### config.mk
export PLATFORM = sky130hd
export DESIGN_NAME = pfa_cmp
export DESIGN_NICKNAME = d
export VERILOG_FILES = /design/src/rtl/pfa_pkg.sv /design/src/rtl/pfa_cmp.sv
export SDC_FILE = /design/constraint.sdc
export NUM_CORES = 1
export LEC_CHECK = 0
export CAP_MARGIN = 20
export CORE_ASPECT_RATIO = 1.25
export CORE_UTILIZATION = 30
export DETAILED_ROUTE_END_ITERATION = 7
export DONT_BUFFER_PORTS = 1
export GPL_ROUTABILITY_DRIVEN = 1
export PLACE_DENSITY = 0.52
export SETUP_SLACK_MARGIN = 0.02
export SYNTH_ARGS = -nofsm -noshare
export SYNTH_HDL_FRONTEND = slang
export SYNTH_SLANG_ARGS = --single-unit
### constraint.sdc
create_clock -name vclk -period 3.4
set_input_delay 0.68 -clock vclk [all_inputs]
set_output_delay 0.68 -clock vclk [all_outputs]
set_load 0.005 [all_outputs]
### src/rtl/pfa_pkg.sv
// Package with the shared constants, types and codes of the Pareto front archive.
`timescale 1ns / 1ps

package pfa_pkg;

  // Archive geometry and field widths.
  localparam int FRONT_DEPTH = 128;
  localparam int COST_WIDTH  = 32;
  localparam int TAG_WIDTH   = 16;
  localparam int IDX_WIDTH   = 7;
  localparam int OCNT_WIDTH  = 8;
  localparam int ADDR_W      = $clog2(FRONT_DEPTH);
  localparam int CNT_W       = $clog2(FRONT_DEPTH + 1);

  typedef logic [COST_WIDTH-1:0] cost_t;
  typedef logic [TAG_WIDTH-1:0]  tag_t;
  typedef logic [ADDR_W-1:0]     addr_t;
  typedef logic [CNT_W-1:0]      cnt_t;
  typedef logic [IDX_WIDTH-1:0]  idx_t;
  typedef logic [OCNT_WIDTH-1:0] ocnt_t;

  // Request codes.
  localparam logic REQ_INSERT = 1'b0;
  localparam logic REQ_READ   = 1'b1;

  // One stored front entry.
  typedef struct packed {
    cost_t c1;
    cost_t c2;
    tag_t  tag;
  } entry_t;

  // Verdicts of the shared compare unit.
  typedef struct packed {
    logic ent_dom;   // stored entry dominates the candidate
    logic cand_dom;  // candidate strictly beats the stored entry
  } cmp_res_t;

  // One result item.
  typedef struct packed {
    logic  accepted;
    logic  dominated;
    logic  full_drop;
    ocnt_t removed_count;
    ocnt_t front_count;
    logic  rd_valid;
    cost_t rd_first_cost;
    cost_t rd_second_cost;
    tag_t  rd_tag;
  } res_t;

  // Sequencer states.
  typedef enum logic [2:0] {
    ST_IDLE,
    ST_DOM_SCAN,
    ST_COMPACT,
    ST_APPEND,
    ST_RD_WAIT,
    ST_FINISH
  } state_t;

endpackage

### src/rtl/pfa_cmp.sv
// Shared dominance compare unit, used once per stored entry in each pass.
`timescale 1ns / 1ps

module pfa_cmp (
  input  pfa_pkg::cost_t    cand_c1,
  input  pfa_pkg::cost_t    cand_c2,
  input  pfa_pkg::entry_t   ent,
  output pfa_pkg::cmp_res_t res
);

  // The entry rejects the candidate when it is no worse on the first cost and
  // strictly better on the second; the candidate removes an entry only when it
  // is strictly better on both.
  always_comb begin
    res.ent_dom  = (ent.c1 <= cand_c1) && (ent.c2 < cand_c2);
    res.cand_dom = (cand_c1 < ent.c1) && (cand_c2 < ent.c2);
  end

endmodule

# Word level (Yosys, flattened, before mapping)
# Index checks and enable logic that the tools add are counted.
# Widths: inputs -> output; s select.
[op_classes]
n_reduce_logical = 2
order_cmp = 4
[op_table]
columns = ["operator", "n"]
rows = [
  ["$lt 32x32->1", 3],
  ["$le 32x32->1", 1],
  ["$logic_and 1x1->1", 2],
]
[totals]
elab_cells = 6
in_bits = 144
output_inout_bits = 2
ff_bits = 0

# Depth between registers and ports, before layout
# Gate-level depths: netlist of the first run.
[depth]
ltp_word = 2
ltp_mapped = 8
ltp_nobuf = 8

# Worst setup path before layout of the first run
# OpenSTA, ideal clock, no wires.
[synth_timing]
kind = "input-to-output"
startpoint = "input ent[23] (netlist bit)"
endpoint = "output res[0] (netlist bit)"
stages = 8
arrival_ps = 2184
path_slack_ps = 536
n_path_buf = 0
cell_sequence = "inv_1 > ha_1 > a21oi_2 > o21ai_1 > a221o_1 > a211o_1 > a211oi_2 > nor3b_2"
[synth_lines]
columns = ["item", "line", "source"]
rows = [
  ["from (decl)", "pfa_cmp.sv:7", "input pfa_pkg::entry_t ent,"],
  ["to (decl)", "pfa_cmp.sv:8", "output pfa_pkg::cmp_res_t res"],
]

==> results_tabular.tex, run 1 <==
\begin{tabular}{lr}
\hline
Metric & Value \\
\hline
\multicolumn{2}{l}{\textbf{Synthesis}} \\
\quad Top post-synthesis cells by area & ha\_1 (49\%), inv\_1 (15\%), a21oi\_1 (7.3\%) \\
\quad Adder-cell share of the synthesized area & about half \\
\quad Count of yosys warnings during synthesis & 0 \\
\quad Fraction of synthesized cell area in xor and xnor cells & 0\% \\
\quad Synth area leader & ha\_1 \\
\quad Net count of the mapped netlist & between 400 and 500 \\
\quad Synth top area share & between 40\% and 50\% \\
\quad Distinct cell type count after synthesis & 30 \\
\quad Most instantiated cells after synthesis & inv\_1 (66), ha\_1 (64), a21oi\_1 (24) \\
\quad Mapped Area & $\sim$0.0016 sq mm \\
\quad Per-instance average area after synthesis & 7.070 sq um \\
\quad Largest family of logic cells by synthesized area & adder cells \\
\quad Complex-gate fraction of the synthesized area & about a fifth \\
\quad Share of the yosys chip area belonging to registers & 0\% \\
\quad Top-count cell post-synth & inv\_1 \\
\quad Multiplexer share of the synthesized area & 0\% \\
\quad Mapped Cells & between 200 and 250 \\
\quad Fraction of the mapped netlist area in simple logic gates & around 16\% \\
\multicolumn{2}{l}{\textbf{Worst setup path}} \\
\quad Worst Path Arrival & about 2.4 ns \\
\quad Largest delay share family, worst path & compound AO/OA/AOI/OAI gates \\
\quad Category of the worst setup path launch point & input port \\
\quad Data required time of the worst path & 2.72 ns \\
\quad Count of buffer and inverter cells on the critical path & 1 \\
\quad Worst-path cell chain & inv\_1 -> ha\_1 -> a21oi\_2 -> o21ai\_1 -> a221o\_1 -> a211o\_1 -> a211oi\_2 -> nor3b\_2 \\
\quad Worst-path fanout max & 2 \\
\quad Worst Path Class, Setup & in2out \\
\quad Slowest stage delay, CP & approximately 0.35 ns \\
\quad CP endpoint kind & output pin \\
\quad Slowest CP cell & a221o\_1 \\
\multicolumn{2}{l}{\textbf{Layout}} \\
\quad Number of clock buffers in the layout & 0 \\
\quad Antenna Diode Count & 0 \\
\quad Share of cells above drive strength 1 & 2.155\% \\
\quad Fill cells & between 500 and 600 \\
\quad Register Area & 0 sq um \\
\quad Post-route standard cell area excluding fillers & approximately 0.0017 sq mm \\
\quad Area of the multi-input gates & between 0.001 and 0.0015 sq mm \\
\quad Net count, final & around 440 \\
\quad Sequential cell count & 0 \\
\quad Area growth from synthesis to layout & 4.729\% \\
\multicolumn{2}{l}{\textbf{Floorplan}} \\
\quad Die Width & a little under 70 microns \\
\quad Row count & 29 \\
\quad Initial core utilization & a little under a third \\
\quad Area of the core & 0.005152 sq mm \\
\quad Top-level port count & 146 \\
\quad DIE AREA & $\sim$0.0058 sq mm \\
\quad DIE HEIGHT & 84.67 microns \\
\multicolumn{2}{l}{\textbf{STA}} \\
\quad Fin crit share & between 80\% and 90\% \\
\quad Final Max Slew Viols & 0 \\
\quad Max-slew headroom & a little over two thirds \\
\quad Final Hold Slack & 1.694 ns \\
\quad Count of final hold-check violations & 0 \\
\quad Setup Total Neg Slack & 0 ns \\
\quad Transition time of the tightest slew-check pin & between 0.4 and 0.5 ns \\
\quad Setup violators final & 0 \\
\quad Minimum clock period after layout & around 3.1 ns \\
\quad Unrepaired setup endpoints after global routing & false \\
\quad Achievable frequency & between 300 and 400 MHz \\
\multicolumn{2}{l}{\textbf{Placed design}} \\
\quad PortBufs & 0 \\
\quad Cell area after placement & 0.001718 sq mm \\
\quad Global placement routability congestion & between 0.6 and 0.7 \\
\quad HPWL after detailed placement & around 3400 microns \\
\multicolumn{2}{l}{\textbf{Power}} \\
\quad Largest voltage drop on the vdd net & roughly 0.032 mV \\
\quad Leakage power total & approximately 1.0 nW \\
\quad Pwr/cell area & approximately 100 mW/mm\^{}2 \\
\multicolumn{2}{l}{\textbf{Route}} \\
\quad Drt first-iter violations & 14 \\
\quad Remaining design rule violation count & 0 \\
\quad Drt wl/cell & roughly 12 microns \\
\quad Vias post-DR & roughly 1500 \\
\quad Pre-antenna DRT Iters & 2 \\
\quad Average vias per placed instance & $\sim$5 \\
\quad Final WL & $\sim$3400 microns \\
\quad Count of nets left with antenna violations after detail routing & 0 \\
\multicolumn{2}{l}{\textbf{Outcome}} \\
\quad Run status & complete, no violations \\
\multicolumn{2}{l}{\textbf{Global routing}} \\
\quad Tot GR Track Use & a little under an eighth \\
\quad Pin count of the biggest net entering global routing & 5 \\
\quad Vias in the first global route & approximately 1500 \\
\quad Initial antenna violation count & 0 \\
\quad Total overflow reported by the global router & 0 \\
\quad First-pass GRT wire length & between 5000 and 6000 microns \\
\multicolumn{2}{l}{\textbf{Clock tree}} \\
\quad CTS hold repair buffers & 0 \\
\quad Post-CTS resize count & 0 \\
\quad Buffers inserted during post-CTS setup optimization & 0 \\
\multicolumn{2}{l}{\textbf{Run}} \\
\quad Number of violations of the max-capacitance limit & 0 \\
\multicolumn{2}{l}{\textbf{Hold path}} \\
\quad Tightest Hold Check Type & in2out \\
\hline
\end{tabular}
## cell families after synthesis
logic type / Yosys count
fa+ha+maj: 64
simple gates: 50
compound gates: 52
buf+inv: 66
## through the flow
stage | util (%) | setup slack (ns) | power [W] | std cells
after floorplan | - | 0.5361 | 0.0001390 | 232
after global placement | 33.34 | 0.3242 | 0.0001707 | 294
after detailed placement | 33.34 | 0.3183 | 0.0001726 | 294
after CTS | 33.34 | 0.3092 | 0.0001739 | 294
after global routing | 33.34 | 0.2214 | 0.0002076 | 294
final | 33.34 | 0.3489 | 0.0001697 | 294
## metal layers
layer	vias to the layer above	track usage, %	part of all wire (%)
met5	-	0	0
met4	0	0.5682	0.53
met3	2	1.359	8.0
met2	73	22.82	49
met1	615	13.23	43
li1	802	-	-
## path summary, 6_finish.rpt
check,startpoint,endpoint,slack (ns),cells after the start
min,cand_c1[31],res[0],1.69,4
max,ent[23],res[0],0.35,8
## layout make-up
type | instances | share of cell area (%)
inverter | 66 | 14.42
multi-input combinational | 166 | 81.06
tap | 62 | 4.516
## placed cells by master (no fill, tap or decap), drive strengths merged, types with 3 or more instances in the layout
cell type  instances
a211oi             3
o21ai              9
a21oi             25
inv               66
a21o               3
nand4             10
nand2             18
ha                64
nand3              4
nor2              10
## report_power, final
part	leakage (nW)	switching, W	total (W)	internal, W
Clock	0	0	0	0
Combinational	1.04	0.0000899	0.000170	0.0000798
Sequential	0	0	0	0
Total	1.04	0.0000899	0.000170	0.0000798
(Power assumes the default switching activity.)
==> inputs of run 2 (changes only) <==
--- a/config.mk
+++ b/config.mk
@@ -7,12 +7,12 @@
 export LEC_CHECK = 0
 export CAP_MARGIN = 20
 export CORE_ASPECT_RATIO = 1.25
+export CORE_MARGIN = 8
 export CORE_UTILIZATION = 30
 export DETAILED_ROUTE_END_ITERATION = 7
 export DONT_BUFFER_PORTS = 1
 export GPL_ROUTABILITY_DRIVEN = 1
 export PLACE_DENSITY = 0.52
-export SETUP_SLACK_MARGIN = 0.02
 export SYNTH_ARGS = -nofsm -noshare
 export SYNTH_HDL_FRONTEND = slang
 export SYNTH_SLANG_ARGS = --single-unit
==> run 2 against run 1 <==
Combinational power barely moved. Wire length rose by 26%. Global-route usage fell by 1.6 points. Maximum frequency rose by 0.23%. Clock-buffer cell count did not move. Utilization fell by 1.3 points. Sequential share of layout area did not move. Die area rose by 40%. Hold slack improved by 0.021 ns. Design area rose by 0.15%. First-iteration DRC count rose by 36%. Largest cell class unchanged.
==> results_tabular.tex, run 2 (same netlist as run 1, synthesis figures left out) <==
\begin{tabular}{lr}
\hline
Metric & Value \\
\hline
\multicolumn{2}{l}{\textbf{STA}} \\
\quad Max-slew headroom & 69.42\% (was 69.84\%) \\
\quad Count of final hold-check violations & 0 (unchanged) \\
\quad Transition time of the tightest slew-check pin & 0.4546 ns (was 0.4483 ns) \\
\quad Minimum clock period after layout & 3.044 ns (was 3.051 ns) \\
\quad Unrepaired setup endpoints after global routing & false (unchanged) \\
\quad Setup Total Neg Slack & 0 ns (unchanged) \\
\quad Setup violators final & 0 (unchanged) \\
\quad Achievable frequency & 328.5 MHz (was 327.8 MHz) \\
\quad Fin crit share & 89.53\% (was 89.74\%) \\
\quad Final Max Slew Viols & 0 (unchanged) \\
\multicolumn{2}{l}{\textbf{Floorplan}} \\
\quad DIE AREA & 0.008104 sq mm (was 0.005769 sq mm) \\
\quad Top-level port count & 146 (unchanged) \\
\quad DIE HEIGHT & 98.67 microns (was 84.67 microns) \\
\quad Initial core utilization & 30.56\% (was 31.84\%) \\
\quad Area of the core & 0.005368 sq mm (was 0.005152 sq mm) \\
\quad Die Width & 82.14 microns (was 68.14 microns) \\
\quad Row count & 30 (was 29) \\
\multicolumn{2}{l}{\textbf{Power}} \\
\quad Largest voltage drop on the vdd net & 0.03589 mV (was 0.03229 mV) \\
\quad Pwr/cell area & 98.56 mW/mm\^{}2 (was 98.79 mW/mm\^{}2) \\
\quad Clock network fraction of design power & 0\% (about the same) \\
\quad Combinational cell fraction of total power & 100.0\% (about the same) \\
\quad Share of total power consumed by net switching & 52.94\% (was 52.97\%) \\
\quad Leakage power total & 1.037 nW (unchanged) \\
\quad Cell-internal power & 0.00007980 W (was 0.00007982 W) \\
\quad Switching power summed over all nets & 0.00008976 W (was 0.00008989 W) \\
\quad Share of total power in sequential cells & 0\% (about the same) \\
\multicolumn{2}{l}{\textbf{Clock tree}} \\
\quad CTS hold repair buffers & 0 (unchanged) \\
\quad Buffers inserted during post-CTS setup optimization & 0 (unchanged) \\
\quad Post-CTS resize count & 0 (unchanged) \\
\multicolumn{2}{l}{\textbf{Placed design}} \\
\quad HPWL after detailed placement & 4279 microns (was 3367 microns) \\
\quad Cell area after placement & 0.001720 sq mm (was 0.001718 sq mm) \\
\quad Global placement routability congestion & 0.7602 (was 0.6952) \\
\quad PortBufs & 0 (unchanged) \\
\multicolumn{2}{l}{\textbf{Worst setup path}} \\
\quad Category of the worst setup path launch point & input port (unchanged) \\
\quad CP endpoint kind & output pin (unchanged) \\
\quad Worst Path Class, Setup & in2out (unchanged) \\
\quad Worst-path fanout max & 2 (unchanged) \\
\quad Worst Path Arrival & 2.36 ns (was 2.37 ns) \\
\quad Data required time of the worst path & 2.72 ns (about the same) \\
\multicolumn{2}{l}{\textbf{Route}} \\
\quad Drt first-iter violations & 19 (was 14) \\
\quad Pre-antenna DRT Iters & 4 (was 2) \\
\quad Drt wl/cell & 14.51 microns (was 11.58 microns) \\
\quad Vias post-DR & 1500 (was 1492) \\
\quad Average vias per placed instance & 5.068 (was 5.075) \\
\quad Final WL & 4296 microns (was 3404 microns) \\
\quad Remaining design rule violation count & 0 (unchanged) \\
\quad Count of nets left with antenna violations after detail routing & 0 (unchanged) \\
\multicolumn{2}{l}{\textbf{Run}} \\
\quad Number of violations of the max-capacitance limit & 0 (unchanged) \\
\multicolumn{2}{l}{\textbf{Global routing}} \\
\quad Vias in the first global route & 1593 (was 1460) \\
\quad First-pass GRT wire length & 6913 microns (was 5554 microns) \\
\quad Initial antenna violation count & 0 (unchanged) \\
\quad Tot GR Track Use & 10.03\% (was 11.61\%) \\
\quad Total overflow reported by the global router & 0 (unchanged) \\
\quad Pin count of the biggest net entering global routing & 5 (unchanged) \\
\multicolumn{2}{l}{\textbf{Layout}} \\
\quad Number of clock buffers in the layout & 0 (unchanged) \\
\quad Register Area & 0 sq um (unchanged) \\
\quad Sequential cell count & 0 (unchanged) \\
\quad Antenna Diode Count & 0 (unchanged) \\
\quad Post-route standard cell area excluding fillers & 0.001720 sq mm (was 0.001718 sq mm) \\
\quad Share of cells above drive strength 1 & 2.155\% (unchanged) \\
\quad Most common cell after layout, fill and taps aside & inv\_1 (unchanged) \\
\quad Net count, final & 442 (unchanged) \\
\quad Highest-count cells in the layout ignoring fill and taps & inv\_1 (66), ha\_1 (64), a21oi\_1 (24) (unchanged) \\
\quad Area growth from synthesis to layout & 4.882\% (was 4.729\%) \\
\multicolumn{2}{l}{\textbf{Hold path}} \\
\quad Worst Hold Endpoint & res[0] (unchanged) \\
\quad Worst hold stages & 4 (unchanged) \\
\quad Tightest Hold Check Type & in2out (unchanged) \\
\quad HP Start & cand\_c1[31] (unchanged) \\
\multicolumn{2}{l}{\textbf{Outcome}} \\
\quad Run status & complete, no violations (unchanged) \\
\hline
\end{tabular}
==> run 2: per-stage QoR <==
step                instances  power [W]  util (%)  setup slack (ns)  hold slack, ns
CTS                       296  0.0001746     32.05            0.2992           1.726
floorplan                 232  0.0001390         -            0.5361           1.650
detailed placement        296  0.0001731     32.05            0.3124           1.725
finish                    296  0.0001696     32.05            0.3560           1.715
global route              296  0.0002078     32.05            0.2229           1.748
global placement          296  0.0001708     32.05            0.3071           1.721
==> run 2: final cells by class <==
| class | count | area, sq um |
|---|---|---|
| well taps | 64 | 80.08 |
| multi-input cells | 166 | 1393 |
| inverters | 66 | 247.7 |
| fillers | 589 | 3647 |
==> run 2: worst max-delay path by stage <==
stage	from	endpoint
floorplan	ent[23]	res[0]
global placement	ent[21]	res[0]
detailed placement	ent[21]	res[0]
CTS	ent[21]	res[0]
global route	ent[21]	res[0]
finish	ent[21]	res[0]
==> run 2: power by group through the flow <==
stage | clock, W | sequential, W | combinational (W)
3_3_place_gp | 0 | 0 | 0.000171
4_1_cts | 0 | 0 | 0.000175
3_5_place_dp | 0 | 0 | 0.000173
5_1_grt | 0 | 0 | 0.000208
6_report | 0 | 0 | 0.000170
2_1_floorplan | 0 | 0 | 0.000139
==> run 2: layer usage <==
layer / up-vias / part of all wire [%] / track usage [%]
met5: - / 0 / 0
met4: 0 / 0 / 0
met3: 0 / 12 / 3.279
met2: 72 / 49 / 19.37
met1: 624 / 40 / 10.52
li1: 804 / - / -
==> run 2: critical path, stage by stage <==
cell	delay, ns
inv_1	0.02
ha_1	0.28
a21oi_1	0.16
o21ai_1	0.08
a221o_1	0.35
a211o_1	0.24
a211oi_2	0.29
nor3b_2	0.27
==> inputs of run 3 (changes only) <==
==> constraint.sdc (replaced) <==
create_clock -name vclk -period 3.4
set_input_delay 0 -clock vclk [all_inputs]
set_output_delay 0 -clock vclk [all_outputs]
set_load 0.005 [all_outputs]
==> run 3 against run 2 <==
Final cell count is the same. Utilization is the same. Global-route usage shrank 0.40 points. Die area is the same. Highest routed layer is now met4.
==> results_tabular.tex, run 3 (same netlist as run 1, synthesis figures left out) <==
\begin{tabular}{lr}
\hline
Metric & Value \\
\hline
\multicolumn{2}{l}{\textbf{Worst setup path}} \\
\quad CP endpoint kind & output pin (unchanged) \\
\quad Category of the worst setup path launch point & input port (unchanged) \\
\quad Slowest CP cell & a221o\_1 (unchanged) \\
\quad Worst-path fanout max & 2 (unchanged) \\
\quad Largest delay share family, worst path & compound AO/OA/AOI/OAI gates (unchanged) \\
\quad Worst Path Arrival & 1.69 ns (was 2.36 ns) \\
\quad Worst-path cell chain & inv\_1 -> ha\_1 -> a21oi\_1 -> o21ai\_1 -> a221o\_1 -> a211o\_1 -> a211oi\_2 -> nor3b\_2 (unchanged) \\
\quad Data required time of the worst path & 3.40 ns (was 2.72 ns) \\
\quad Count of buffer and inverter cells on the critical path & 1 (unchanged) \\
\quad Worst Path Class, Setup & in2out (unchanged) \\
\quad Slowest stage delay, CP & 0.35 ns (about the same) \\
\multicolumn{2}{l}{\textbf{Clock tree}} \\
\quad CTS hold repair buffers & 0 (unchanged) \\
\quad Post-CTS resize count & 0 (unchanged) \\
\quad Buffers inserted during post-CTS setup optimization & 0 (unchanged) \\
\multicolumn{2}{l}{\textbf{Power}} \\
\quad Leakage power total & 1.037 nW (unchanged) \\
\quad Share of total power consumed by net switching & 52.86\% (was 52.94\%) \\
\quad Pwr/cell area & 98.14 mW/mm\^{}2 (was 98.56 mW/mm\^{}2) \\
\quad Combinational cell fraction of total power & 100.0\% (about the same) \\
\quad Clock network fraction of design power & 0\% (about the same) \\
\quad Largest voltage drop on the vdd net & 0.03843 mV (was 0.03589 mV) \\
\quad Share of total power in sequential cells & 0\% (about the same) \\
\quad Switching power summed over all nets & 0.00008926 W (was 0.00008976 W) \\
\quad Cell-internal power & 0.00007958 W (was 0.00007980 W) \\
\quad Total power of the final layout & 0.0001688 W (was 0.0001696 W) \\
\multicolumn{2}{l}{\textbf{Route}} \\
\quad Pre-antenna DRT Iters & 3 (was 4) \\
\quad Average vias per placed instance & 4.993 (was 5.068) \\
\quad Final WL & 4245 microns (was 4296 microns) \\
\quad Count of nets left with antenna violations after detail routing & 0 (unchanged) \\
\quad Remaining design rule violation count & 0 (unchanged) \\
\quad Vias post-DR & 1478 (was 1500) \\
\quad Drt wl/cell & 14.34 microns (was 14.51 microns) \\
\quad Drt first-iter violations & 10 (was 19) \\
\multicolumn{2}{l}{\textbf{Layout}} \\
\quad Sequential cell count & 0 (unchanged) \\
\quad Fill cells & 600 (was 589) \\
\quad Number of clock buffers in the layout & 0 (unchanged) \\
\quad Area growth from synthesis to layout & 4.882\% (unchanged) \\
\quad Register Area & 0 sq um (unchanged) \\
\quad Highest-count cells in the layout ignoring fill and taps & inv\_1 (66), ha\_1 (64), a21oi\_1 (24) (unchanged) \\
\quad Share of cells above drive strength 1 & 2.155\% (unchanged) \\
\quad Net count, final & 442 (unchanged) \\
\quad Most common cell after layout, fill and taps aside & inv\_1 (unchanged) \\
\quad Antenna Diode Count & 0 (unchanged) \\
\multicolumn{2}{l}{\textbf{STA}} \\
\quad Final Max Slew Viols & 0 (unchanged) \\
\quad Transition time of the tightest slew-check pin & 0.4542 ns (was 0.4546 ns) \\
\quad Setup violators final & 0 (unchanged) \\
\quad Count of final hold-check violations & 0 (unchanged) \\
\quad Fin crit share & 49.67\% (was 89.53\%) \\
\quad Achievable frequency & 592.2 MHz (was 328.5 MHz) \\
\quad Setup Total Neg Slack & 0 ns (unchanged) \\
\quad Unrepaired setup endpoints after global routing & false (unchanged) \\
\quad Max-slew headroom & 69.44\% (was 69.42\%) \\
\quad Final worst-path setup slack & 1.711 ns (was 0.3560 ns) \\
\quad Minimum clock period after layout & 1.689 ns (was 3.044 ns) \\
\multicolumn{2}{l}{\textbf{Run}} \\
\quad Number of violations of the max-capacitance limit & 0 (unchanged) \\
\multicolumn{2}{l}{\textbf{Global routing}} \\
\quad Pin count of the biggest net entering global routing & 5 (unchanged) \\
\quad Initial antenna violation count & 0 (unchanged) \\
\quad Fraction of met1 tracks used by global routing & 10.09\% (was 10.52\%) \\
\quad Layer with the highest usage & met2 (unchanged) \\
\quad First-pass GRT wire length & 6644 microns (was 6913 microns) \\
\quad Met3 layer usage reported by global route & 3.552\% (was 3.279\%) \\
\quad Met2 Resource Use GR & 18.15\% (was 19.37\%) \\
\quad Total overflow reported by the global router & 0 (unchanged) \\
\quad Vias in the first global route & 1585 (was 1593) \\
\quad Tot GR Track Use & 9.636\% (was 10.03\%) \\
\multicolumn{2}{l}{\textbf{Floorplan}} \\
\quad Area of the core & 0.005368 sq mm (unchanged) \\
\quad DIE HEIGHT & 98.67 microns (unchanged) \\
\quad Row count & 30 (unchanged) \\
\quad Initial core utilization & 30.56\% (unchanged) \\
\quad DIE AREA & 0.008104 sq mm (unchanged) \\
\quad Die Width & 82.14 microns (unchanged) \\
\quad Top-level port count & 146 (unchanged) \\
\multicolumn{2}{l}{\textbf{Placed design}} \\
\quad HPWL after detailed placement & 4240 microns (was 4279 microns) \\
\quad PortBufs & 0 (unchanged) \\
\quad Setup WS pre-CTS & 1.659 ns (was 0.3124 ns) \\
\quad Global placement routability congestion & 0.7551 (was 0.7602) \\
\multicolumn{2}{l}{\textbf{Outcome}} \\
\quad Run status & complete, no violations (unchanged) \\
\multicolumn{2}{l}{\textbf{Hold path}} \\
\quad Tightest Hold Check Type & in2out (unchanged) \\
\hline
\end{tabular}
run 3: cell counts in the layout (fill, tap and decap cells not counted):
No cell type changed its count.
run 3: through the flow:
step	instances	hold slack, ns	area [sq um]	utilization, %
after global routing	296	0.3887	1720	32.05
final	296	0.3554	1720	32.05
after CTS	296	0.3672	1720	32.05
after global placement	296	0.3637	1720	32.05
after floorplan	232	0.2898	1640	-
after detailed placement	296	0.3660	1720	32.05
run 3: worst min-delay path, cell delays in order:
cell     delay [ns]
ha_1           0.13
a21oi_1        0.04
o31ai_1        0.11
nor3b_2        0.07
run 3: path summary, 6_finish.rpt:
path | startpoint | endpoint | cells past startpoint | slack (ns)
worst max-delay path | ent[21] | res[0] | 8 | 1.71
worst min-delay path | cand_c1[31] | res[0] | 4 | 0.36
run 3: area by class of cell:
cell class	instances	area, sq um	area share (%)
Multi-Input combinational cell	166	1393	80.95
Inverter	66	247.7	14.40
Tap cell	64	80.08	4.655
run 3: power by group through the flow:
stage | Clock [W] | Combinational [W] | Sequential, W
after floorplan | 0 | 0.000139 | 0
after global placement | 0 | 0.000171 | 0
after detailed placement | 0 | 0.000173 | 0
after CTS | 0 | 0.000174 | 0
after global routing | 0 | 0.000206 | 0
final | 0 | 0.000169 | 0
run 3: per-layer routing:
layer,up-vias,share of wire [%]
met5,-,0
met4,0,0.45
met3,2,12
met2,74,48
met1,597,40
li1,805,-
